$ cat src/rtl/takagi_curve_evaluator_unit_assert.svh
// Assertion macros for the curve evaluator.
// Included by the top level; expects clk_i and rst_ni in scope.
`ifndef TAKAGI_CURVE_EVALUATOR_UNIT_ASSERT_SVH
`define TAKAGI_CURVE_EVALUATOR_UNIT_ASSERT_SVH

// Same-cycle implication.
`define TCE_ASSERT_NOW(label, ante, cons, msg) \
  label: assert property (@(posedge clk_i) disable iff (!rst_ni) (ante) |-> (cons)) \
    else $error(msg);

// Next-cycle implication.
`define TCE_ASSERT_NEXT(label, ante, cons, msg) \
  label: assert property (@(posedge clk_i) disable iff (!rst_ni) (ante) |=> (cons)) \
    else $error(msg);

`endif

$ cat src/rtl/tce_pkg.sv
// Shared types and constants of the curve evaluator.
// No dependencies.
package tce_pkg;

  localparam int unsigned POINT_W    = 48;
  localparam int unsigned SUM_W      = 48;
  localparam int unsigned TERMS_W    = 6;
  localparam int unsigned WEIGHT_W   = 32;
  localparam int unsigned POWER_W    = 56;
  localparam int unsigned POWER_FRAC = 56;
  localparam int unsigned SUM_FRAC   = 42;
  localparam int unsigned TERM_W     = 42;
  localparam int unsigned MUL_W      = 32;
  localparam int unsigned PW_PROD_W  = POWER_W + WEIGHT_W;

  localparam logic [WEIGHT_W-1:0] WEIGHT_RESET  = 32'hCCCC_CCCD;
  localparam logic [POWER_W-1:0]  POWER_ONE_SAT = {POWER_W{1'b1}};
  localparam logic [POWER_W-1:0]  POWER_STOP    = 56'd8;

  typedef struct packed {
    logic [POINT_W-1:0] point;
  } point_beat_t;

  typedef struct packed {
    logic [SUM_W-1:0]   curve_value;
    logic [TERMS_W-1:0] terms_used;
  } result_beat_t;

  typedef enum logic [1:0] {
    ST_IDLE,
    ST_RUN,
    ST_HOLD
  } state_e;

  typedef enum logic [2:0] {
    STEP_P0T0,
    STEP_P0T1,
    STEP_P1T0,
    STEP_P1T1,
    STEP_P0W,
    STEP_P1W,
    STEP_UPD
  } step_e;

  typedef enum logic [1:0] {
    SH_0,
    SH_32,
    SH_64
  } mac_shift_e;

  typedef struct packed {
    logic             issue;
    logic             first;
    mac_shift_e       shift;
    logic [MUL_W-1:0] opa;
    logic [MUL_W-1:0] opb;
  } mac_op_t;

endpackage

$ cat src/rtl/tce_stream_if.sv
// Valid/ready stream channel with a typed payload.
// Payload types come from tce_pkg.
interface tce_stream_if #(
  parameter type T = logic
);
  logic valid;
  logic ready;
  T     data;

  modport source (output valid, output data, input ready);
  modport sink   (input valid, input data, output ready);
endinterface

$ cat src/rtl/tce_mac.sv
// Shared 32x32 multiplier with a registered product and a shifting accumulator.
// Depends on tce_pkg.
module tce_mac #(
  parameter int unsigned ACC_W = 105
) (
  input  logic             clk_i,
  input  logic             rst_ni,
  input  tce_pkg::mac_op_t op_i,
  output logic [ACC_W-1:0] acc_o,
  output logic [ACC_W-1:0] acc_next_o
);

  logic [2*tce_pkg::MUL_W-1:0] prod_q;
  logic                        pend_q;
  logic                        first_q;
  tce_pkg::mac_shift_e         shift_q;
  logic [ACC_W-1:0]            acc_q, acc_d;
  logic [ACC_W-1:0]            ext;

  always_ff @(posedge clk_i or negedge rst_ni) begin
    if (!rst_ni) begin
      pend_q <= 1'b0;
    end else begin
      pend_q <= op_i.issue;
    end
  end

  always_ff @(posedge clk_i) begin
    if (op_i.issue) begin
      prod_q  <= op_i.opa * op_i.opb;
      first_q <= op_i.first;
      shift_q <= op_i.shift;
    end
    acc_q <= acc_d;
  end

  always_comb begin
    case (shift_q)
      tce_pkg::SH_0:  ext = ACC_W'(prod_q);
      tce_pkg::SH_32: ext = ACC_W'(prod_q) << 32;
      tce_pkg::SH_64: ext = ACC_W'(prod_q) << 64;
      default:        ext = ACC_W'(prod_q);
    endcase
  end

  always_comb begin
    acc_d = acc_q;
    if (pend_q) begin
      acc_d = first_q ? ext : acc_q + ext;
    end
  end

  assign acc_o      = acc_q;
  assign acc_next_o = acc_d;

endmodule

$ cat src/rtl/takagi_curve_evaluator_unit.sv
// Generalized triangle-sum curve evaluator, top level.
// Depends on tce_pkg, tce_stream_if, tce_mac and the assertion header.
//
// Usage:
//   point_i  : sink channel, one beat per evaluation point (Q0.F fraction).
//   result_o : source channel, one beat per point: curve_value (Q6.42) and
//              terms_used.
//   weight_we_i / weight_wdata_i : write of the Q0.32 weight, only while idle.
// Each term runs through the steps of step_e on the single 32x32 multiplier:
// four partial products for power times triangle, two for the power update,
// one update step. A point with n terms (1..MAX_TERMS) is accepted, runs its
// n terms, then waits in hand-off until the output register frees; its result
// is valid on the next cycle, when the unit is idle again.
// point_i.ready is high only while no point is in work. A result waits in
// the output register while result_o.ready is low; the next point may still
// be accepted and worked on, and it holds before hand-off until the output
// register frees.
// Reset empties the output register, returns to idle and loads the weight
// with 0xCCCCCCCD (about 0.8).
module takagi_curve_evaluator_unit #(
  parameter int unsigned MAX_TERMS       = 50,
  parameter int unsigned POINT_FRAC_BITS = 48
) (
  input  logic                          clk_i,
  input  logic                          rst_ni,
  tce_stream_if.sink                    point_i,
  tce_stream_if.source                  result_o,
  input  logic                          weight_we_i,
  input  logic [tce_pkg::WEIGHT_W-1:0]  weight_wdata_i
);

  localparam int unsigned F          = POINT_FRAC_BITS;
  localparam int unsigned TRI_W      = F + 1;
  localparam int unsigned TP_W       = tce_pkg::POWER_W + TRI_W;
  localparam int unsigned ACC_W      = (TP_W > tce_pkg::PW_PROD_W) ? TP_W
                                                                   : tce_pkg::PW_PROD_W;
  localparam int unsigned TERM_SHIFT = tce_pkg::POWER_FRAC + F - tce_pkg::SUM_FRAC;
  localparam logic [tce_pkg::TERMS_W-1:0] LAST_IDX = tce_pkg::TERMS_W'(MAX_TERMS - 1);

  tce_pkg::state_e state_q, state_d;
  tce_pkg::step_e  step_q, step_d;

  logic [tce_pkg::WEIGHT_W-1:0] weight_q;
  logic [tce_pkg::POWER_W-1:0]  pow_q, pow_new;
  logic [F-1:0]                 sp_q, sp_nxt, sp_neg;
  logic [TRI_W-1:0]             tri_q, tri_nxt;
  logic [tce_pkg::SUM_W-1:0]    sum_q;
  logic [tce_pkg::TERMS_W-1:0]  idx_q;
  logic                         out_vld_q;
  tce_pkg::result_beat_t        out_q;

  tce_pkg::mac_op_t mac_op;
  logic [ACC_W-1:0] acc, acc_next;
  logic [63:0]      tri64;
  logic             accept, slot_free, stop, emit;

  tce_mac #(
    .ACC_W (ACC_W)
  ) u_mac (
    .clk_i      (clk_i),
    .rst_ni     (rst_ni),
    .op_i       (mac_op),
    .acc_o      (acc),
    .acc_next_o (acc_next)
  );

  assign accept    = point_i.valid && point_i.ready;
  assign slot_free = !out_vld_q || result_o.ready;
  assign pow_new   = acc_next[32 +: tce_pkg::POWER_W];
  assign stop      = (pow_new < tce_pkg::POWER_STOP) || (idx_q == LAST_IDX);
  assign emit      = (state_q == tce_pkg::ST_HOLD) && slot_free;
  assign tri64     = 64'(tri_q);

  // next shifted point and its triangle value
  assign sp_nxt  = (state_q == tce_pkg::ST_IDLE) ? F'(point_i.data.point)
                                                  : {sp_q[F-2:0], 1'b0};
  assign sp_neg  = -sp_nxt;
  assign tri_nxt = {(sp_nxt[F-1] ? sp_neg : sp_nxt), 1'b0};

  // next state
  always_comb begin
    state_d = state_q;
    step_d  = step_q;
    case (state_q)
      tce_pkg::ST_IDLE: begin
        if (accept) begin
          state_d = tce_pkg::ST_RUN;
          step_d  = tce_pkg::STEP_P0T0;
        end
      end
      tce_pkg::ST_RUN: begin
        if (step_q == tce_pkg::STEP_UPD) begin
          step_d = tce_pkg::STEP_P0T0;
          if (stop) begin
            state_d = tce_pkg::ST_HOLD;
          end
        end else begin
          step_d = tce_pkg::step_e'(step_q + 3'd1);
        end
      end
      tce_pkg::ST_HOLD: begin
        if (slot_free) begin
          state_d = tce_pkg::ST_IDLE;
        end
      end
      default: state_d = tce_pkg::ST_IDLE;
    endcase
  end

  // multiplier schedule
  always_comb begin
    mac_op       = '0;
    mac_op.shift = tce_pkg::SH_0;
    if (state_q == tce_pkg::ST_RUN) begin
      case (step_q)
        tce_pkg::STEP_P0T0: begin
          mac_op.issue = 1'b1;
          mac_op.first = 1'b1;
          mac_op.opa   = pow_q[31:0];
          mac_op.opb   = tri64[31:0];
        end
        tce_pkg::STEP_P0T1: begin
          mac_op.issue = 1'b1;
          mac_op.shift = tce_pkg::SH_32;
          mac_op.opa   = pow_q[31:0];
          mac_op.opb   = tri64[63:32];
        end
        tce_pkg::STEP_P1T0: begin
          mac_op.issue = 1'b1;
          mac_op.shift = tce_pkg::SH_32;
          mac_op.opa   = 32'(pow_q[tce_pkg::POWER_W-1:32]);
          mac_op.opb   = tri64[31:0];
        end
        tce_pkg::STEP_P1T1: begin
          mac_op.issue = 1'b1;
          mac_op.shift = tce_pkg::SH_64;
          mac_op.opa   = 32'(pow_q[tce_pkg::POWER_W-1:32]);
          mac_op.opb   = tri64[63:32];
        end
        tce_pkg::STEP_P0W: begin
          mac_op.issue = 1'b1;
          mac_op.first = 1'b1;
          mac_op.opa   = pow_q[31:0];
          mac_op.opb   = weight_q;
        end
        tce_pkg::STEP_P1W: begin
          mac_op.issue = 1'b1;
          mac_op.shift = tce_pkg::SH_32;
          mac_op.opa   = 32'(pow_q[tce_pkg::POWER_W-1:32]);
          mac_op.opb   = weight_q;
        end
        default: mac_op.issue = 1'b0;
      endcase
    end
  end

  always_ff @(posedge clk_i or negedge rst_ni) begin
    if (!rst_ni) begin
      state_q   <= tce_pkg::ST_IDLE;
      step_q    <= tce_pkg::STEP_P0T0;
      weight_q  <= tce_pkg::WEIGHT_RESET;
      out_vld_q <= 1'b0;
      idx_q     <= '0;
    end else begin
      state_q <= state_d;
      step_q  <= step_d;
      if (weight_we_i) begin
        weight_q <= weight_wdata_i;
      end
      if (emit) begin
        out_vld_q <= 1'b1;
      end else if (result_o.ready) begin
        out_vld_q <= 1'b0;
      end
      if (accept) begin
        idx_q <= '0;
      end else if (state_q == tce_pkg::ST_RUN && step_q == tce_pkg::STEP_UPD) begin
        idx_q <= idx_q + 1'b1;
      end
    end
  end

  always_ff @(posedge clk_i) begin
    if (accept) begin
      sum_q <= '0;
      pow_q <= tce_pkg::POWER_ONE_SAT;
      sp_q  <= sp_nxt;
      tri_q <= tri_nxt;
    end else if (state_q == tce_pkg::ST_RUN) begin
      if (step_q == tce_pkg::STEP_P1W) begin
        sum_q <= sum_q + tce_pkg::SUM_W'(acc[TERM_SHIFT +: tce_pkg::TERM_W]);
      end
      if (step_q == tce_pkg::STEP_UPD) begin
        pow_q <= pow_new;
        sp_q  <= sp_nxt;
        tri_q <= tri_nxt;
      end
    end
    if (emit) begin
      out_q.curve_value <= sum_q;
      out_q.terms_used  <= idx_q;
    end
  end

  assign point_i.ready  = (state_q == tce_pkg::ST_IDLE);
  assign result_o.valid = out_vld_q;
  assign result_o.data  = out_q;

`include "takagi_curve_evaluator_unit_assert.svh"

  `TCE_ASSERT_NOW(a_terms_range, out_vld_q, (out_q.terms_used != '0) && (out_q.terms_used <= tce_pkg::TERMS_W'(MAX_TERMS)), "terms_used out of range")
  `TCE_ASSERT_NEXT(a_accept_starts, accept, (state_q == tce_pkg::ST_RUN) && (step_q == tce_pkg::STEP_P0T0) && (idx_q == '0), "accepted point did not start a run")
  `TCE_ASSERT_NOW(a_run_index, state_q == tce_pkg::ST_RUN, idx_q < tce_pkg::TERMS_W'(MAX_TERMS), "term index past limit while running")
  `TCE_ASSERT_NEXT(a_emit_valid, emit, out_vld_q && (out_q.terms_used == $past(idx_q)), "hand-off did not load the output")

endmodule

$ cat src/flat_wrapper.sv
// flat-port wrapper written by rule: the top's interface ports become plain ports
module takagi_curve_evaluator_unit_flat import tce_pkg::*;
#(
  parameter int unsigned MAX_TERMS       = 50,
  parameter int unsigned POINT_FRAC_BITS = 48
)
  (clk_i, rst_ni, weight_we_i, weight_wdata_i, point_i_valid, point_i_data, point_i_ready, result_o_valid, result_o_data, result_o_ready);
  tce_stream_if #(.T(point_beat_t)) point_i_i ();
  tce_stream_if #(.T(result_beat_t)) result_o_i ();
  input  logic clk_i;
  input  logic rst_ni;
  input  logic weight_we_i;
  input  logic [tce_pkg::WEIGHT_W-1:0] weight_wdata_i;
  input wire logic [$bits(point_i_i.valid)-1:0] point_i_valid;
  input wire logic [$bits(point_i_i.data)-1:0] point_i_data;
  output wire logic [$bits(point_i_i.ready)-1:0] point_i_ready;
  output wire logic [$bits(result_o_i.valid)-1:0] result_o_valid;
  output wire logic [$bits(result_o_i.data)-1:0] result_o_data;
  input wire logic [$bits(result_o_i.ready)-1:0] result_o_ready;
  assign point_i_i.valid = point_i_valid;
  assign point_i_i.data = point_i_data;
  assign point_i_ready = point_i_i.ready;
  assign result_o_valid = result_o_i.valid;
  assign result_o_data = result_o_i.data;
  assign result_o_i.ready = result_o_ready;
  takagi_curve_evaluator_unit #(.MAX_TERMS(MAX_TERMS), .POINT_FRAC_BITS(POINT_FRAC_BITS)) u_core (.clk_i(clk_i), .rst_ni(rst_ni), .point_i(point_i_i), .result_o(result_o_i), .weight_we_i(weight_we_i), .weight_wdata_i(weight_wdata_i));
endmodule
$ cat config.mk
export PLATFORM = sky130hd
export DESIGN_NAME = takagi_curve_evaluator_unit_flat
export DESIGN_NICKNAME = d
export VERILOG_FILES = /design/src/rtl/tce_pkg.sv /design/src/rtl/tce_stream_if.sv /design/src/rtl/tce_mac.sv /design/src/rtl/takagi_curve_evaluator_unit.sv /design/src/flat_wrapper.sv
export VERILOG_INCLUDE_DIRS = /design/src /design/src/rtl
export SDC_FILE = /design/constraint.sdc
export NUM_CORES = 2
export LEC_CHECK = 0
export BUFFER_PORTS_ARGS = -buffer_cell sky130_fd_sc_hd__buf_2
export CORE_AREA = 5 5 426 428
export DETAILED_ROUTE_END_ITERATION = 8
export DIE_AREA = 0 0 431 433
export GPL_ROUTABILITY_DRIVEN = 0
export GPL_TIMING_DRIVEN = 0
export PLACE_DENSITY = 0.46
export SLEW_MARGIN = 0
export SYNTH_ARGS = -nofsm -noshare
export SYNTH_HDL_FRONTEND = slang
export SYNTH_HIERARCHICAL = 1
export SYNTH_SLANG_ARGS = --single-unit
$ cat constraint.sdc
create_clock -name clk_i -period 20.5 [get_ports clk_i]
set_input_delay 1.025 -clock clk_i [delete_from_list [all_inputs] [get_ports clk_i]]
set_output_delay 1.025 -clock clk_i [all_outputs]
set_load 0.03 [all_outputs]
==> results.md <==
- Status: complete, but fails checks
- Failing checks: capacitance limit, slew limit
- Critical Path Sink Type: flop
- Clock sinks: 468
- Final Setup Violations: 0
- CTS buffer count: 54
- RSZ-0062 raised after global routing: no
- Vias: roughly 51k
- Max-cap violations: 4
- Critical path's slowest cell: nor2_1
- Layout cell share with drive strength beyond 1: under 10%
- Relative slew slack: -6.620%
- Required @ worst endpoint: 20.94 ns
- Drc violations: 0
- Synth Net Count: approximately 8.3k
- CP peak stage delay: between 1 and 1.5 ns
- Die Width: 431 microns
- Period Utilization, post-route: between 60% and 70%
- I/O pin cnt: approximately 140
- Gate Count Post-Synth: between 6k and 7k
- Worst-path clk slew: around 0.060 ns
- Initial core utilization: between 30% and 40%
- Syn Std Cell Area: 61400 sq um
- GRT overflow: 0
- Post-CTS Resized: 0
- HP Class: reg2reg
- Setup Buffers After CTS: 0
- Core area: around 180000 sq um
- Setup TNS: 0 ns
- Wire length of the first global-routing pass: about 380000 microns
- Nets@finish: ~8.5k
- Dpl hpwl: between 200000 and 250000 microns
- Row cnt: 155
- Startpoint types: flop
- Arrival time at the worst endpoint: approximately 13 ns
- Hold Buf Count CTS: 0
- Initial antenna violation count: 17
- Clock Skew: 0.08370 ns
- Routed Antenna Nets: 0
- Critical Path Most Common Cell: fa_1
- Fin. Hold Viols: 0
- Mean Syn Cell Area: 8.919 sq um
- Die span in y: 433 microns
- WL final: around 260000 microns
- Number of global-route vias before repair: 52.68k
- DRT Pass-1 Iters: 6
- CTS tree: done
- Routed vias/inst: approximately 5.4
- Post-DR wirelength/cell: approximately 27 microns
- FMAX: roughly 0.079 GHz
- Pins Over Slew Limit: 23
- WP buf/inv: 7
- H-Tree Depth: 2
- Die ar.: 186600 sq um
- Yosys warns: 6
- Root Driver: clkbuf_16
- Skew-Pair Late Insertion Delay: around 0.7 ns
- Max clock buf depth: 3
- Filler cells: 18.40k
- DRT iter0 DRCs: 4765
- Crit path kind: reg2reg
- Worst hold slack: roughly 0.47 ns
- Tot GR Track Use: 27.64%
- Buffers on Ports: ~140
- Worst-Margin Slew: between 1.5 and 2 ns
- Final min period: approximately 13 ns
- Pin count of the biggest net entering global routing: 77
- Synthesis-to-finish area growth: 9.235%
- Crit path max-delay family: adder cells
- Crit-path max FO: 10
worst paths after layout:
| check | startpoint | endpoint | slack [ns] | depth (start not counted) |
|---|---|---|---|---|
| min in group asynchronous | rst_ni | u_core/weight_q[28]$_DFFE_PN0P_ | 0.65 | 1 |
| worst max-delay path | u_core/state_q[0]$_DFFE_PN0P_ | u_core/u_mac/prod_q[56]$_DFFE_PP_ | 7.80 | 30 |
| max in group asynchronous | rst_ni | u_core/result_o.valid$_DFFE_PN0P_ | 19.06 | 1 |
| worst min-delay path | u_core/sum_q[23]$_SDFFE_PP0P_ | u_core/result_o.data[29]$_DFFE_PP_ | 0.47 | 0 |
| worst min register to register | u_core/sum_q[23]$_SDFFE_PP0P_ | u_core/result_o.data[29]$_DFFE_PP_ | 0.47 | 0 |
| worst max register to register | u_core/state_q[0]$_DFFE_PN0P_ | u_core/u_mac/prod_q[56]$_DFFE_PP_ | 7.80 | 30 |
state kept, by name, indices dropped and copies added, names as in the netlist:
signal,count
u_core/state_q,2
u_core/idx_q,6
u_core/u_mac/pend_q,1
u_core/sp_q,47
u_core/step_q,3
u_core/u_mac/prod_q,64
u_core/pow_q,56
u_core/u_mac/acc_o,104
u_core/sum_q,48
u_core/u_mac/first_q,1
u_core/result_o.valid,1
u_core/result_o.data,54
u_core/tri_q,47
u_core/u_mac/shift_q,2
u_core/weight_q,32
per-layer routing:
layer,vias to the layer above,routed length [microns],global-route usage (%)
li1,22680,-,-
met1,26070,109500,36.87
met2,2108,114500,43.33
met3,559,20250,4.882
met4,6,16580,13.87
met5,-,41,0
worst register-to-register path: cells and delay by family, from the launching register on:
family / cells / cell delay (ns)
adder cells (fa/ha/maj): 9 / 4.48
XOR/XNOR: 1 / 0.15
AND/OR/NAND/NOR: 4 / 2.41
AO/OA/AOI/OAI: 9 / 2.48
flip-flops: 1 / 0.56
buffers and inverters: 7 / 2.44
cell type report:
type                    instances  area [sq um]  share of cell area [%]
flip-flops and latches        468         11770                   17.55
diodes                          6         15.01                 0.02239
multi-input cells            5049         44480                   66.31
inverters                     956          3591                   5.354
well taps                    2355          2947                   4.393
clock inverters                32         460.4                  0.6865
clock buffers                  70          1463                   2.181
plain buffers                 411          1592                   2.373
repair buffers                142         758.2                   1.131
cells in the final DEF (no fill, tap or decap), drive strengths merged, types with 17 or more instances in the layout:
cell type	n
dfrtp	28
mux2i	29
a21oi	425
a21o	127
nand2	858
nor3	55
xor2	72
nor2b	22
o31ai	18
nand2b	27
o21a	30
dfstp	17
nor2	390
o21bai	49
and3	29
xnor2	172
edfxtp	215
nand4	75
fa	898
o21ai	230
clkinv	21
a22o	64
a211oi	23
nor4	31
mux2	38
buf	189
a22oi	53
nand3	66
dfxtp	208
inv	958
ha	415
clkbuf	434
and2	615
a31oi	65
stage by stage:
stage | cells | setup WS (ns) | cell area, sq um | util, %
after floorplan | 6884 | 10.47 | 61400 | -
after global placement | 9378 | 7.211 | 65040 | 36.65
after detailed placement | 9381 | 7.870 | 65130 | 36.70
after CTS | 9483 | 7.909 | 67050 | 37.79
after global routing | 9483 | 7.280 | 67050 | 37.79
final | 9489 | 7.798 | 67070 | 37.80
Power is not shown: default switching activity piles up to over one toggle a cycle in this logic, so the estimate is an artifact.
